==> config.mk <==
export PLATFORM = sky130hd
export DESIGN_NAME = climate_cooler_pump_controller
export DESIGN_NICKNAME = d
export VERILOG_FILES = /design/src/rtl/ccp_pkg.sv /design/src/rtl/ccp_csr.sv /design/src/rtl/ccp_ctrl.sv /design/src/rtl/ccp_blink.sv /design/src/rtl/climate_cooler_pump_controller.sv
export SDC_FILE = /design/constraint.sdc
export NUM_CORES = 1
export LEC_CHECK = 0
export BUFFER_PORTS_ARGS = -buffer_cell sky130_fd_sc_hd__buf_4
export CAP_MARGIN = 20
export CORE_MARGIN = 2
export CORE_UTILIZATION = 25
export DETAILED_ROUTE_END_ITERATION = 7
export SKIP_CTS_REPAIR_TIMING = 1
export SLEW_MARGIN = 20
export SYNTH_ARGS = -nofsm -noshare
export SYNTH_HDL_FRONTEND = slang
export SYNTH_SLANG_ARGS = --single-unit
==> constraint.sdc <==
create_clock -name clock -period 9.8 [get_ports clock]
set_input_delay 1.96 -clock clock [delete_from_list [all_inputs] [get_ports clock]]
set_output_delay 1.96 -clock clock [all_outputs]
set_load 0.05 [all_outputs]
==> src/rtl/ccp_pkg.sv <==
// Package: shared types, register codes and reset values for the cooler/pump controller.
`default_nettype none
package ccp_pkg;

   localparam int CSR_IDX_W  = 3;
   localparam int CSR_DATA_W = 32;

   localparam logic [CSR_IDX_W-1:0] CSR_MARGIN_ON        = 3'd0;
   localparam logic [CSR_IDX_W-1:0] CSR_ABSOLUTE_ON      = 3'd1;
   localparam logic [CSR_IDX_W-1:0] CSR_MARGIN_OFF       = 3'd2;
   localparam logic [CSR_IDX_W-1:0] CSR_ABSOLUTE_OFF     = 3'd3;
   localparam logic [CSR_IDX_W-1:0] CSR_PUMP_INTERVAL_MS = 3'd4;
   localparam logic [CSR_IDX_W-1:0] CSR_PUMP_DURATION_MS = 3'd5;
   localparam logic [CSR_IDX_W-1:0] CSR_MANUAL_EXPIRY_MS = 3'd6;

   localparam logic        [9:0]  RST_MARGIN_ON        = 10'd5;
   localparam logic signed [11:0] RST_ABSOLUTE_ON      = 12'sd350;
   localparam logic        [9:0]  RST_MARGIN_OFF       = 10'd2;
   localparam logic signed [11:0] RST_ABSOLUTE_OFF     = 12'sd330;
   localparam logic        [31:0] RST_PUMP_INTERVAL_MS = 32'd20000;
   localparam logic        [31:0] RST_PUMP_DURATION_MS = 32'd10000;
   localparam logic        [31:0] RST_MANUAL_EXPIRY_MS = 32'd60000;

   typedef struct packed {
      logic        [31:0] now_ms;
      logic signed [11:0] temp_inside;
      logic signed [11:0] temp_outside;
      logic               soil_dry;
      logic               manual_set;
      logic               manual_pump_value;
   } req_type;

   typedef struct packed {
      logic cooler_run;
      logic pump_on;
      logic led_red;
      logic buzzer_on;
      logic override_active;
      logic override_expired;
   } rsp_type;

   typedef struct packed {
      logic        [9:0]  margin_on;
      logic signed [11:0] absolute_on;
      logic        [9:0]  margin_off;
      logic signed [11:0] absolute_off;
      logic        [31:0] pump_interval_ms;
      logic        [31:0] pump_duration_ms;
      logic        [31:0] manual_expiry_ms;
   } cfg_type;

   // decision of one tick, handed from the control core to the pipeline
   typedef struct packed {
      logic cooler_run;
      logic pump_on;
      logic override_active;
      logic override_expired;
   } dec_type;

endpackage
`default_nettype wire

==> src/rtl/ccp_csr.sv <==
// Configuration register file with reset values.
`default_nettype none
module ccp_csr (
   input  wire logic                            clock,
   input  wire logic                            reset,
   input  wire logic                            csr_write,
   input  wire logic [ccp_pkg::CSR_IDX_W-1:0]   csr_index,
   input  wire logic [ccp_pkg::CSR_DATA_W-1:0]  csr_wdata,
   output ccp_pkg::cfg_type                     cfg
);

   ccp_pkg::cfg_type cfg_ff;
   ccp_pkg::cfg_type cfg_in;

   always_comb begin
      cfg_in = cfg_ff;
      if (csr_write) begin
         case (csr_index)
            ccp_pkg::CSR_MARGIN_ON:        cfg_in.margin_on        = csr_wdata[9:0];
            ccp_pkg::CSR_ABSOLUTE_ON:      cfg_in.absolute_on      = signed'(csr_wdata[11:0]);
            ccp_pkg::CSR_MARGIN_OFF:       cfg_in.margin_off       = csr_wdata[9:0];
            ccp_pkg::CSR_ABSOLUTE_OFF:     cfg_in.absolute_off     = signed'(csr_wdata[11:0]);
            ccp_pkg::CSR_PUMP_INTERVAL_MS: cfg_in.pump_interval_ms = csr_wdata[31:0];
            ccp_pkg::CSR_PUMP_DURATION_MS: cfg_in.pump_duration_ms = csr_wdata[31:0];
            ccp_pkg::CSR_MANUAL_EXPIRY_MS: cfg_in.manual_expiry_ms = csr_wdata[31:0];
            default: cfg_in = cfg_ff;
         endcase
      end
   end

   always_ff @(posedge clock) begin
      if (reset) begin
         cfg_ff.margin_on        <= ccp_pkg::RST_MARGIN_ON;
         cfg_ff.absolute_on      <= ccp_pkg::RST_ABSOLUTE_ON;
         cfg_ff.margin_off       <= ccp_pkg::RST_MARGIN_OFF;
         cfg_ff.absolute_off     <= ccp_pkg::RST_ABSOLUTE_OFF;
         cfg_ff.pump_interval_ms <= ccp_pkg::RST_PUMP_INTERVAL_MS;
         cfg_ff.pump_duration_ms <= ccp_pkg::RST_PUMP_DURATION_MS;
         cfg_ff.manual_expiry_ms <= ccp_pkg::RST_MANUAL_EXPIRY_MS;
      end else begin
         cfg_ff <= cfg_in;
      end
   end

   assign cfg = cfg_ff;

endmodule
`default_nettype wire

==> src/rtl/ccp_ctrl.sv <==
// Control core: cooler hysteresis, manual override and automatic watering state.
`default_nettype none
module ccp_ctrl (
   input  wire logic              clock,
   input  wire logic              reset,
   input  wire logic              step,
   input  wire ccp_pkg::req_type  req,
   input  wire ccp_pkg::cfg_type  cfg,
   output ccp_pkg::dec_type       dec
);

   logic        cooler_ff, cooler_in;
   logic        ovr_flag_ff, ovr_flag_in;
   logic        ovr_level_ff, ovr_level_in;
   logic [31:0] ovr_stamp_ff, ovr_stamp_in;
   logic        auto_ff, auto_in;
   logic [31:0] wstart_ff, wstart_in;
   logic [31:0] wlast_ff, wlast_in;

   logic signed [12:0] diff;
   logic [31:0] ovr_age, last_age, water_age;
   logic        expired, start, stop, flag_set;

   always_comb begin
      diff = 13'(req.temp_inside) - 13'(req.temp_outside);
      if (!cooler_ff) begin
         cooler_in = (diff >= signed'({3'b000, cfg.margin_on})) ||
                     (req.temp_inside >= cfg.absolute_on);
      end else begin
         cooler_in = !((diff < signed'({3'b000, cfg.margin_off})) &&
                       (req.temp_inside < cfg.absolute_off));
      end

      // a fresh command has zero age
      ovr_age      = req.now_ms - ovr_stamp_ff;
      flag_set     = req.manual_set || ovr_flag_ff;
      expired      = req.manual_set ? (cfg.manual_expiry_ms == 32'd0)
                                    : (ovr_flag_ff && ovr_age >= cfg.manual_expiry_ms);
      ovr_flag_in  = flag_set && !expired;
      ovr_level_in = req.manual_set ? req.manual_pump_value : ovr_level_ff;
      ovr_stamp_in = req.manual_set ? req.now_ms : ovr_stamp_ff;

      // a watering that starts this tick has zero age
      last_age  = req.now_ms - wlast_ff;
      water_age = req.now_ms - wstart_ff;
      start     = !auto_ff && (last_age >= cfg.pump_interval_ms);
      stop      = start ? (cfg.pump_duration_ms == 32'd0)
                        : (auto_ff && water_age >= cfg.pump_duration_ms);
      auto_in   = (auto_ff || start) && !stop;
      wstart_in = start ? req.now_ms : wstart_ff;
      wlast_in  = start ? req.now_ms : wlast_ff;

      dec.cooler_run       = cooler_in;
      dec.pump_on          = ovr_flag_in ? ovr_level_in : auto_in;
      dec.override_active  = ovr_flag_in;
      dec.override_expired = expired;
   end

   always_ff @(posedge clock) begin
      if (reset) begin
         cooler_ff    <= 1'b0;
         ovr_flag_ff  <= 1'b0;
         ovr_level_ff <= 1'b0;
         ovr_stamp_ff <= 32'd0;
         auto_ff      <= 1'b0;
         wstart_ff    <= 32'd0;
         wlast_ff     <= 32'd0;
      end else if (step) begin
         cooler_ff    <= cooler_in;
         ovr_flag_ff  <= ovr_flag_in;
         ovr_level_ff <= ovr_level_in;
         ovr_stamp_ff <= ovr_stamp_in;
         auto_ff      <= auto_in;
         wstart_ff    <= wstart_in;
         wlast_ff     <= wlast_in;
      end
   end

endmodule
`default_nettype wire

==> src/rtl/ccp_blink.sv <==
// Blink window parity: bit 0 of now_ms / BLINK_HALF_MS by exact reciprocal multiply.
`default_nettype none
module ccp_blink #(
   parameter int unsigned BLINK_HALF_MS = 500
) (
   input  wire logic        clock,
   input  wire logic        step,
   input  wire logic [31:0] now_ms,
   output logic             odd
);

   // round-up reciprocal, exact for every 32-bit dividend; fits in 33 bits
   localparam int unsigned SHIFT = 32 + $clog2(BLINK_HALF_MS);
   localparam logic [63:0] MAGIC =
      ((64'd1 << SHIFT) + 64'(BLINK_HALF_MS) - 64'd1) / 64'(BLINK_HALF_MS);

   logic [64:0] prod;
   logic        odd_ff, odd_in;

   always_comb begin
      prod   = {33'd0, now_ms} * {32'd0, MAGIC[32:0]};
      odd_in = prod[SHIFT];
   end

   always_ff @(posedge clock) begin
      if (step) begin
         odd_ff <= odd_in;
      end
   end

   assign odd = odd_ff;

endmodule
`default_nettype wire

==> src/rtl/climate_cooler_pump_controller.sv <==
// Top level: cooler/pump controller with input, decision and result registers.
//
//  channel  direction  handshake             payload
//  req      in         req_valid/req_stall   req_data  (ccp_pkg::req_type)
//  rsp      out        rsp_valid/rsp_stall   rsp_data  (ccp_pkg::rsp_type)
//  csr      in         csr_write             csr_index, csr_wdata
//
// One transaction per cycle while rsp_stall is low; an accepted request passes the
// input, decision/multiply and result registers before rsp_valid rises.
// The blink multiply (32 x 33 bits) sets the depth of the decision stage.
// Synchronous reset clears control state and valid bits; CSRs load reset values.
// Each stage holds while the one after it is full and stalled, so a transaction
// can enter while a finished result waits on rsp_stall.
`default_nettype none
module climate_cooler_pump_controller #(
   parameter int unsigned BLINK_HALF_MS = 500
) (
   input  wire logic                            clock,
   input  wire logic                            reset,
   input  wire logic                            req_valid,
   output logic                                 req_stall,
   input  wire ccp_pkg::req_type                req_data,
   output logic                                 rsp_valid,
   input  wire logic                            rsp_stall,
   output ccp_pkg::rsp_type                     rsp_data,
   input  wire logic                            csr_write,
   input  wire logic [ccp_pkg::CSR_IDX_W-1:0]   csr_index,
   input  wire logic [ccp_pkg::CSR_DATA_W-1:0]  csr_wdata
);

   ccp_pkg::cfg_type cfg;
   ccp_pkg::dec_type dec;

   logic             a_v_ff, a_v_in;
   ccp_pkg::req_type a_ff;
   logic             b_v_ff, b_v_in;
   ccp_pkg::dec_type b_dec_ff;
   logic             b_dry_ff;
   logic             b_odd;
   logic             rsp_v_ff, rsp_v_in;
   ccp_pkg::rsp_type rsp_ff, rsp_in;
   logic             ld_a, ld_b, ld_c, adv_b;

   ccp_csr u_csr (
      .clock     (clock),
      .reset     (reset),
      .csr_write (csr_write),
      .csr_index (csr_index),
      .csr_wdata (csr_wdata),
      .cfg       (cfg)
   );

   ccp_ctrl u_ctrl (
      .clock (clock),
      .reset (reset),
      .step  (adv_b),
      .req   (a_ff),
      .cfg   (cfg),
      .dec   (dec)
   );

   ccp_blink #(
      .BLINK_HALF_MS (BLINK_HALF_MS)
   ) u_blink (
      .clock  (clock),
      .step   (adv_b),
      .now_ms (a_ff.now_ms),
      .odd    (b_odd)
   );

   always_comb begin
      ld_c  = !rsp_v_ff || !rsp_stall;
      ld_b  = !b_v_ff || ld_c;
      ld_a  = !a_v_ff || ld_b;
      adv_b = ld_b && a_v_ff;

      a_v_in   = ld_a ? req_valid : a_v_ff;
      b_v_in   = ld_b ? a_v_ff : b_v_ff;
      rsp_v_in = ld_c ? b_v_ff : rsp_v_ff;

      rsp_in.cooler_run       = b_dec_ff.cooler_run;
      rsp_in.pump_on          = b_dec_ff.pump_on;
      rsp_in.led_red          = b_dry_ff;
      rsp_in.buzzer_on        = b_dry_ff && !b_odd && !b_dec_ff.pump_on;
      rsp_in.override_active  = b_dec_ff.override_active;
      rsp_in.override_expired = b_dec_ff.override_expired;
   end

   always_ff @(posedge clock) begin
      if (reset) begin
         a_v_ff   <= 1'b0;
         b_v_ff   <= 1'b0;
         rsp_v_ff <= 1'b0;
      end else begin
         a_v_ff   <= a_v_in;
         b_v_ff   <= b_v_in;
         rsp_v_ff <= rsp_v_in;
      end
   end

   always_ff @(posedge clock) begin
      if (ld_a && req_valid) begin
         a_ff <= req_data;
      end
      if (adv_b) begin
         b_dec_ff <= dec;
         b_dry_ff <= a_ff.soil_dry;
      end
      if (ld_c && b_v_ff) begin
         rsp_ff <= rsp_in;
      end
   end

   assign req_stall = !ld_a;
   assign rsp_valid = rsp_v_ff;
   assign rsp_data  = rsp_ff;

   a_expired_clears: assert property (@(posedge clock) disable iff (reset)
      rsp_valid |-> !(rsp_data.override_expired && rsp_data.override_active))
      else $error("override reported both expired and active");

   a_buzzer_quiet: assert property (@(posedge clock) disable iff (reset)
      rsp_valid && rsp_data.buzzer_on |-> rsp_data.led_red && !rsp_data.pump_on)
      else $error("buzzer on while pump runs or soil is wet");

   a_reset_empty: assert property (@(posedge clock)
      reset |=> !rsp_valid && !req_stall)
      else $error("pipeline not empty after reset");

   a_stall_full: assert property (@(posedge clock) disable iff (reset)
      req_stall |-> a_v_ff && b_v_ff && rsp_valid && rsp_stall)
      else $error("input stalled with room in the pipeline");

endmodule
`default_nettype wire
==> results of run 1 <==
==> critical path, cell delays in order (launching register included) <==
cell,delay (ns)
edfxtp_1,0.86
ha_1,0.41
fa_1,0.46
fa_1,0.55
inv_1,0.05
fa_1,0.49
inv_1,0.05
fa_1,0.52
fa_1,0.45
fa_1,0.56
inv_1,0.05
fa_1,0.50
inv_1,0.04
ha_1,0.30
a21o_1,0.16
a21o_1,0.16
a21o_1,0.18
a21o_1,0.17
a21o_1,0.16
a21o_1,0.17
a221o_1,0.35
a21oi_1,0.18
xnor2_1,0.10
==> through the flow <==
step	power (mW)	std cells	utilization [%]	setup WS [ns]	hold WS, ns
after floorplan	7.34	2870	-	3.16	0.400
after global placement	9.03	4334	27.5	2.66	0.408
after detailed placement	9.19	4334	27.5	2.54	0.417
after CTS	10.5	4391	28.6	2.56	0.432
after global routing	11.9	4392	28.6	2.33	0.455
final	10.4	4393	28.6	2.60	0.424
==> registers in the layout, indices dropped and copies added, names as in the netlist <==
register / cells
u_ctrl.cooler_ff: 1
u_csr.cfg: 140
rsp_valid: 1
b_dec_ff: 4
b_v_ff: 1
u_ctrl.ovr_level_ff: 1
u_ctrl.ovr_stamp_ff: 32
b_dry_ff: 1
u_ctrl.ovr_flag_ff: 1
a_ff: 59
u_blink.odd: 1
u_ctrl.wstart_ff: 32
u_ctrl.auto_ff: 1
a_v_ff: 1
rsp_data: 6
==> metal layers <==
layer | up-vias | track usage (%)
met4 | 0 | 3.72
met1 | 9348 | 16.9
met3 | 92 | 1.56
met5 | - | 0
met2 | 258 | 22.3
li1 | 9711 | -
==> power by group through the flow <==
stage | Clock, mW | Sequential (mW) | Combinational (mW)
after floorplan | 0 | 1.37 | 5.97
after global placement | 0 | 1.39 | 7.64
after detailed placement | 0 | 1.39 | 7.80
after CTS | 1.30 | 1.37 | 7.87
after global routing | 1.34 | 1.37 | 9.20
final | 1.26 | 1.36 | 7.73
==> cell usage in the layout (no fill, tap or decap), types with 17 or more instances in the layout <==
cell type	n
nor2b_1	19
xor2_1	24
a21oi_1	228
dfxtp_1	211
mux2i_1	35
nand2_1	366
fa_1	235
nand4_1	25
a21o_1	76
nand2b_1	20
o211ai_1	35
nor4_1	17
clkbuf_16	34
xnor2_1	62
nor3_1	22
ha_1	460
nor2_1	83
o21ai_0	27
nand3_1	26
o21a_1	21
inv_1	572
buf_4	133
o21ai_1	22
edfxtp_1	71
==> cell type report <==
cell class              count  share of cell area, %
clock buffers              46                   3.22
flip-flops and latches    282                   21.2
inverters                 574                   7.19
well taps                1391                   5.81
diodes                      2                 0.0167
multi-input cells        1954                   58.8
repair buffers            133                   3.33
clock inverters            11                  0.430
==> worst max path at each step <==
stage	startpoint	slack, ns	to	cells past startpoint
after floorplan	a_ff[42]	3.16	u_blink.odd	22
after global placement	a_ff[42]	2.66	u_blink.odd	22
after detailed placement	a_ff[42]	2.54	u_blink.odd	22
after CTS	a_ff[42]	2.56	u_blink.odd	22
after global routing	a_ff[42]	2.33	u_blink.odd	22
final	a_ff[42]	2.60	u_blink.odd	22
==> logic make-up (layout without fill, tap and decap cells) <==
| kind of cell | Yosys count | count (layout) | share of synthesized area, % |
|---|---|---|---|
| flops | 282 | 282 | 24.1 |
| fa+ha+maj | 695 | 695 | 39.7 |
| buf+inv | 634 | 764 | 9.05 |
| other cells | 0 | 2 | 0 |
| compound gates | 507 | 507 | 12.3 |
| xor+xnor | 86 | 86 | 2.86 |
| simple gates | 631 | 631 | 10.6 |
| mux | 35 | 35 | 1.33 |
==> results.sh, run 1 <==
export IMPL_tns_ns=0
export IMPL_dp_hpwl_mm=54.1
export IMPL_drive_gt1_share_pct=6.73
export IMPL_vias=19400
export IMPL_dieArea_sq_mm=0.108
export IMPL_cts_root_buf="clkbuf_16"
export IMPL_hold_violations=0
export IMPL_reg2reg_slack_ns=2.60
export IMPL_firstDrtPassIters=5
export IMPL_status="finished clean"
export IMPL_grt_pass1_vias=19600
export IMPL_seq_area_frac_synth_pct=24.1
export IMPL_r2r_end="u_blink.odd"
export IMPL_grt_util_all_layers_pct=12.9
export IMPL_slew_viol_final=0
export IMPL_cts_tree="yes"
export IMPL_numPortBuffers=106
export IMPL_worst_ep_required_time_ns=10.17
export IMPL_holdPathEnd="b_dry_ff"
export IMPL_h_tree_depth=1
export IMPL_post_synth_cell_area_avg_sq_um=9.17
export IMPL_regArea_sq_mm=0.00636
export IMPL_top_layer="met4"
export IMPL_setup_viol=0
export IMPL_p_per_area_mw_per_mm2=346
export IMPL_syn2layout_area_growth_pct=13.8
export IMPL_hold_class="reg2reg"
export IMPL_r2r_start="a_ff[42]"
export IMPL_yosys_warnings=0
export IMPL_vias_per_cell=4.42
export IMPL_core_area_sq_mm=0.105
export IMPL_cts_sinks=282
export IMPL_worst_setup_path_start_kind="flip-flop"
export IMPL_clock_latency_ns=0.61
export IMPL_synth_area_top_cells="ha_1, fa_1, dfxtp_1"
export IMPL_drc=0
export IMPL_crit_fanout=14
export IMPL_drt_iter0_drc=894
export IMPL_design_area_sq_mm=0.0300
export IMPL_die_w_um=329
export IMPL_pwr_share_seq_pct=13.2
export IMPL_vdd_drop_max_v=0.000387
export IMPL_cts_buffer_depth=3
export IMPL_grt_pass1_wl_mm=110
export IMPL_pwr_share_comb_pct=74.6
export IMPL_wirelength_mm=69.0
export IMPL_p_int_mw=5.61
export IMPL_max_slew_margin_pct=34.2
export IMPL_wl_met1_mm=31.2
export IMPL_pwr_share_clk_pct=12.2
export IMPL_cts_buffers=31
export IMPL_dpl_cell_area_sq_mm=0.0289
export IMPL_fin_crit_sh_pct=73.4
export IMPL_worst_pin_slew_ns=0.986
export IMPL_min_from="a_ff[2]"
export IMPL_setup_worst_path_class="reg2reg"
export IMPL_die_y_um=329
export IMPL_ys_seq_elements=282
export IMPL_gp_congestion=0.835
export IMPL_syn_nets=3664
export IMPL_clk_pin_slew_ns=0.07
export IMPL_switching_power_mw=4.74
export IMPL_grt_overflow=0
export IMPL_wl_met2_mm=33.5
export IMPL_ff2ff_path_depth=22
export IMPL_synthCells=2870
export IMPL_initial_core_util_pct=25.1
export IMPL_io_pins=107
export IMPL_synth_common_cells="inv_1, ha_1, nand2_1"
export IMPL_layout_min_cycle_time_ns=7.20
export IMPL_nFillCells=11100
export IMPL_worst_hold_path_num_cells=0
export IMPL_skew_ns=0.0159
export IMPL_arrival_ns=7.56
export IMPL_synth_most_common_cell="inv_1"
export IMPL_grt_start_max_net_pins=68
export IMPL_synth_edff_count=71
export IMPL_synth_area_leader_cell="ha_1"
export IMPL_critPathCaptureType="flip-flop"
export IMPL_syn_area_sq_mm=0.0263
export IMPL_routedWlPerCell_um=15.7
export IMPL_wl_met3_mm=2.38
export IMPL_async_reset_ff_share_pct=0
export IMPL_synth_ff_type="dfxtp_1"
export IMPL_drtAntennaViolNets=0
export IMPL_multiInputGateArea_sq_mm=0.0176
export IMPL_placementRows=119
export IMPL_fmax_ghz=0.139
export IMPL_p_leak_nw=13.4
export IMPL_cap_violations=0
export IMPL_rsz0062_at_grt="no"
export IMPL_fin_nets=3770
export IMPL_swShare_pct=45.8
export IMPL_synth_top_cell_area_share_pct=21.9
export IMPL_antenna_found_initial=2
export IMPL_yosysUniqueCellTypes=72
Note: power is estimated with default switching activity, not from simulation.
==> inputs of run 2 (changes only) <==
==> constraint.sdc (replaced) <==
create_clock -name clock -period 6.2 [get_ports clock]
set_input_delay 1.24 -clock clock [delete_from_list [all_inputs] [get_ports clock]]
set_output_delay 1.24 -clock clock [all_outputs]
set_load 0.05 [all_outputs]
==> run 2 against run 1 <==
Effect of this change:
- the flow now finishes with violations (setup timing)
- first-iteration DRC count up 1.6%
- worst hold slack better by 0.0047 ns
- register-to-register slack got worse by 2.7 ns
- via count increased by 2.2%
- die area is the same
- critical path type unchanged
==> results.sh, run 2 (synthesized netlist as in run 1, its figures left out) <==
export IMPL_status="complete, but fails checks"
export IMPL_violations="setup timing"
export IMPL_cts_root_buf="clkbuf_16"
export IMPL_grt_util_all_layers_pct=13.2
export IMPL_skew_ns=0.0239
export IMPL_layout_common_cells="inv_1, ha_1, nand2_1"
export IMPL_grt_overflow=0
export IMPL_p_per_area_mw_per_mm2=573
export IMPL_nFillCells=11100
export IMPL_wl_met3_mm=2.58
export IMPL_reg2reg_slack_ns=-0.12
export IMPL_wl_met2_mm=34.1
export IMPL_initial_core_util_pct=25.1
export IMPL_regArea_sq_mm=0.00636
export IMPL_path_common_cell="fa_1"
export IMPL_max_slew_margin_pct=42.1
export IMPL_drtAntennaViolNets=0
export IMPL_r2r_end="u_blink.odd"
export IMPL_cp_endpoint="u_blink.odd"
export IMPL_hold_class="reg2reg"
export IMPL_core_area_sq_mm=0.105
export IMPL_drt_iter0_drc=908
export IMPL_rsz0062_at_grt="yes"
export IMPL_crit_chain="buf_6, ha_1, fa_2, fa_1, inv_1, fa_1, inv_1, fa_1, ha_1, fa_1, inv_1, fa_1, inv_1, ha_1, a21oi_2, nor2b_1, o21ai_1, a21oi_1, a221oi_2, o21ai_2, a221o_1, a21oi_2, xnor2_1"
export IMPL_gp_congestion=0.839
export IMPL_dp_hpwl_mm=57.0
export IMPL_die_y_um=329
export IMPL_clk_pin_slew_ns=0.06
export IMPL_final_common_cell="inv_1"
export IMPL_wirelength_mm=70.6
export IMPL_fmax_ghz=0.158
export IMPL_setup_worst_path_class="reg2reg"
export IMPL_worst_setup_path_start_kind="flip-flop"
export IMPL_pwr_share_clk_pct=11.7
export IMPL_syn2layout_area_growth_pct=17.9
export IMPL_vias_per_cell=4.43
export IMPL_placementRows=119
export IMPL_routedWlPerCell_um=15.7
export IMPL_fin_nets=3861
export IMPL_cts_tree="yes"
export IMPL_numPortBuffers=106
export IMPL_grt_pass1_vias=20200
export IMPL_setup_viol=1
export IMPL_drc=0
export IMPL_largest_reg_flops=140
export IMPL_cp_num_buf_inv=5
export IMPL_cts_sinks=282
export IMPL_cts_buffers=34
export IMPL_dp_cells=4412
export IMPL_multiInputGateArea_sq_mm=0.0179
export IMPL_crit_family="adder cells"
export IMPL_critPathCaptureType="flip-flop"
export IMPL_h_tree_depth=2
export IMPL_cap_violations=0
export IMPL_ff2ff_path_depth=23
export IMPL_final_cells=4484
export IMPL_swShare_pct=45.2
export IMPL_antenna_found_initial=2
export IMPL_pwr_share_comb_pct=76.4
export IMPL_clock_latency_ns=0.57
export IMPL_io_pins=107
export IMPL_worst_pin_slew_ns=0.869
export IMPL_grt_start_max_net_pins=76
export IMPL_fin_crit_sh_pct=102
export IMPL_dieArea_sq_mm=0.108
export IMPL_slew_viol_final=0
export IMPL_dpl_cell_area_sq_mm=0.0296
export IMPL_switching_power_mw=8.04
export IMPL_vdd_drop_max_v=0.000795
export IMPL_crit_start="a_ff[33]"
export IMPL_crit_cells=23
export IMPL_cpPeakStageDelay_ns=0.54
export IMPL_layout_min_cycle_time_ns=6.32
export IMPL_die_w_um=329
export IMPL_r2r_start="a_ff[33]"
export IMPL_firstDrtPassIters=5
export IMPL_p_int_mw=9.74
export IMPL_pwr_share_seq_pct=11.9
export IMPL_diodes=0
export IMPL_p_leak_nw=13.8
export IMPL_wl_met1_mm=31.7
export IMPL_worst_ep_required_time_ns=6.52
export IMPL_vias=19800
export IMPL_min_from="a_ff[2]"
export IMPL_fin_ws_ns=-0.120
export IMPL_arrival_ns=6.64
export IMPL_design_area_sq_mm=0.0310
export IMPL_crit_fanout=4
export IMPL_hold_violations=0
export IMPL_grt_pass1_wl_mm=112
export IMPL_cts_buffer_depth=3
export IMPL_drive_gt1_share_pct=10.8
export IMPL_critPathSlowestCell="fa_1"
export IMPL_top_layer="met5"
[run 2: stage by stage]
| stage | power (mW) | util (%) | setup TNS, ns | hold WS (ns) | setup WS (ns) |
|---|---|---|---|---|---|
| after global routing | 20.2 | 29.6 | -0.358 | 0.442 | -0.358 |
| after global placement | 14.7 | 28.3 | -0.236 | 0.403 | -0.236 |
| final | 17.8 | 29.6 | -0.120 | 0.429 | -0.120 |
| after floorplan | 11.6 | - | -0.0221 | 0.400 | -0.0221 |
| after CTS | 17.2 | 29.3 | -0.302 | 0.433 | -0.302 |
| after detailed placement | 15.0 | 28.3 | -0.284 | 0.413 | -0.284 |
[run 2: layer usage]
layer	global-route usage [%]	vias to the layer above
li1	-	9885
met5	0	-
met4	4.29	2
met3	1.73	97
met1	17.1	9594
met2	22.6	266
[run 2: power by group through the flow]
stage | logic, mW | clock network [mW] | registers, mW
6_report | 13.6 | 2.08 | 2.11
5_1_grt | 15.8 | 2.20 | 2.12
4_1_cts | 13.0 | 2.14 | 2.11
3_5_place_dp | 12.9 | 0 | 2.15
3_3_place_gp | 12.6 | 0 | 2.15
2_1_floorplan | 9.48 | 0 | 2.16
[run 2: cell type report]
class,instances,share of cell area [%]
multi-input cells,1954,57.8
flip-flops and latches,282,20.5
inverters,574,6.94
well taps,1391,5.61
repair buffers,221,5.50
clock buffers,47,3.03
clock inverters,15,0.633
[run 2: worst min path at each step]
stage	cells past startpoint	endpoint	slack, ns
5_1_grt	0	b_dry_ff	0.44
3_5_place_dp	0	rsp_data[5]	0.41
2_1_floorplan	0	b_dry_ff	0.40
3_3_place_gp	0	b_dry_ff	0.40
4_1_cts	0	b_dry_ff	0.43
6_report	0	b_dry_ff	0.43
[run 2: worst register-to-register path, delay by kind of cell (launching register included)]
family	cells	cell delay, ns
AO/OA/AOI/OAI	7	1.26
XOR/XNOR	1	0.08
adder cells (fa/ha/maj)	9	3.77
buffers and inverters	5	0.40
flip-flops	1	0.51
AND/OR/NAND/NOR	1	0.06
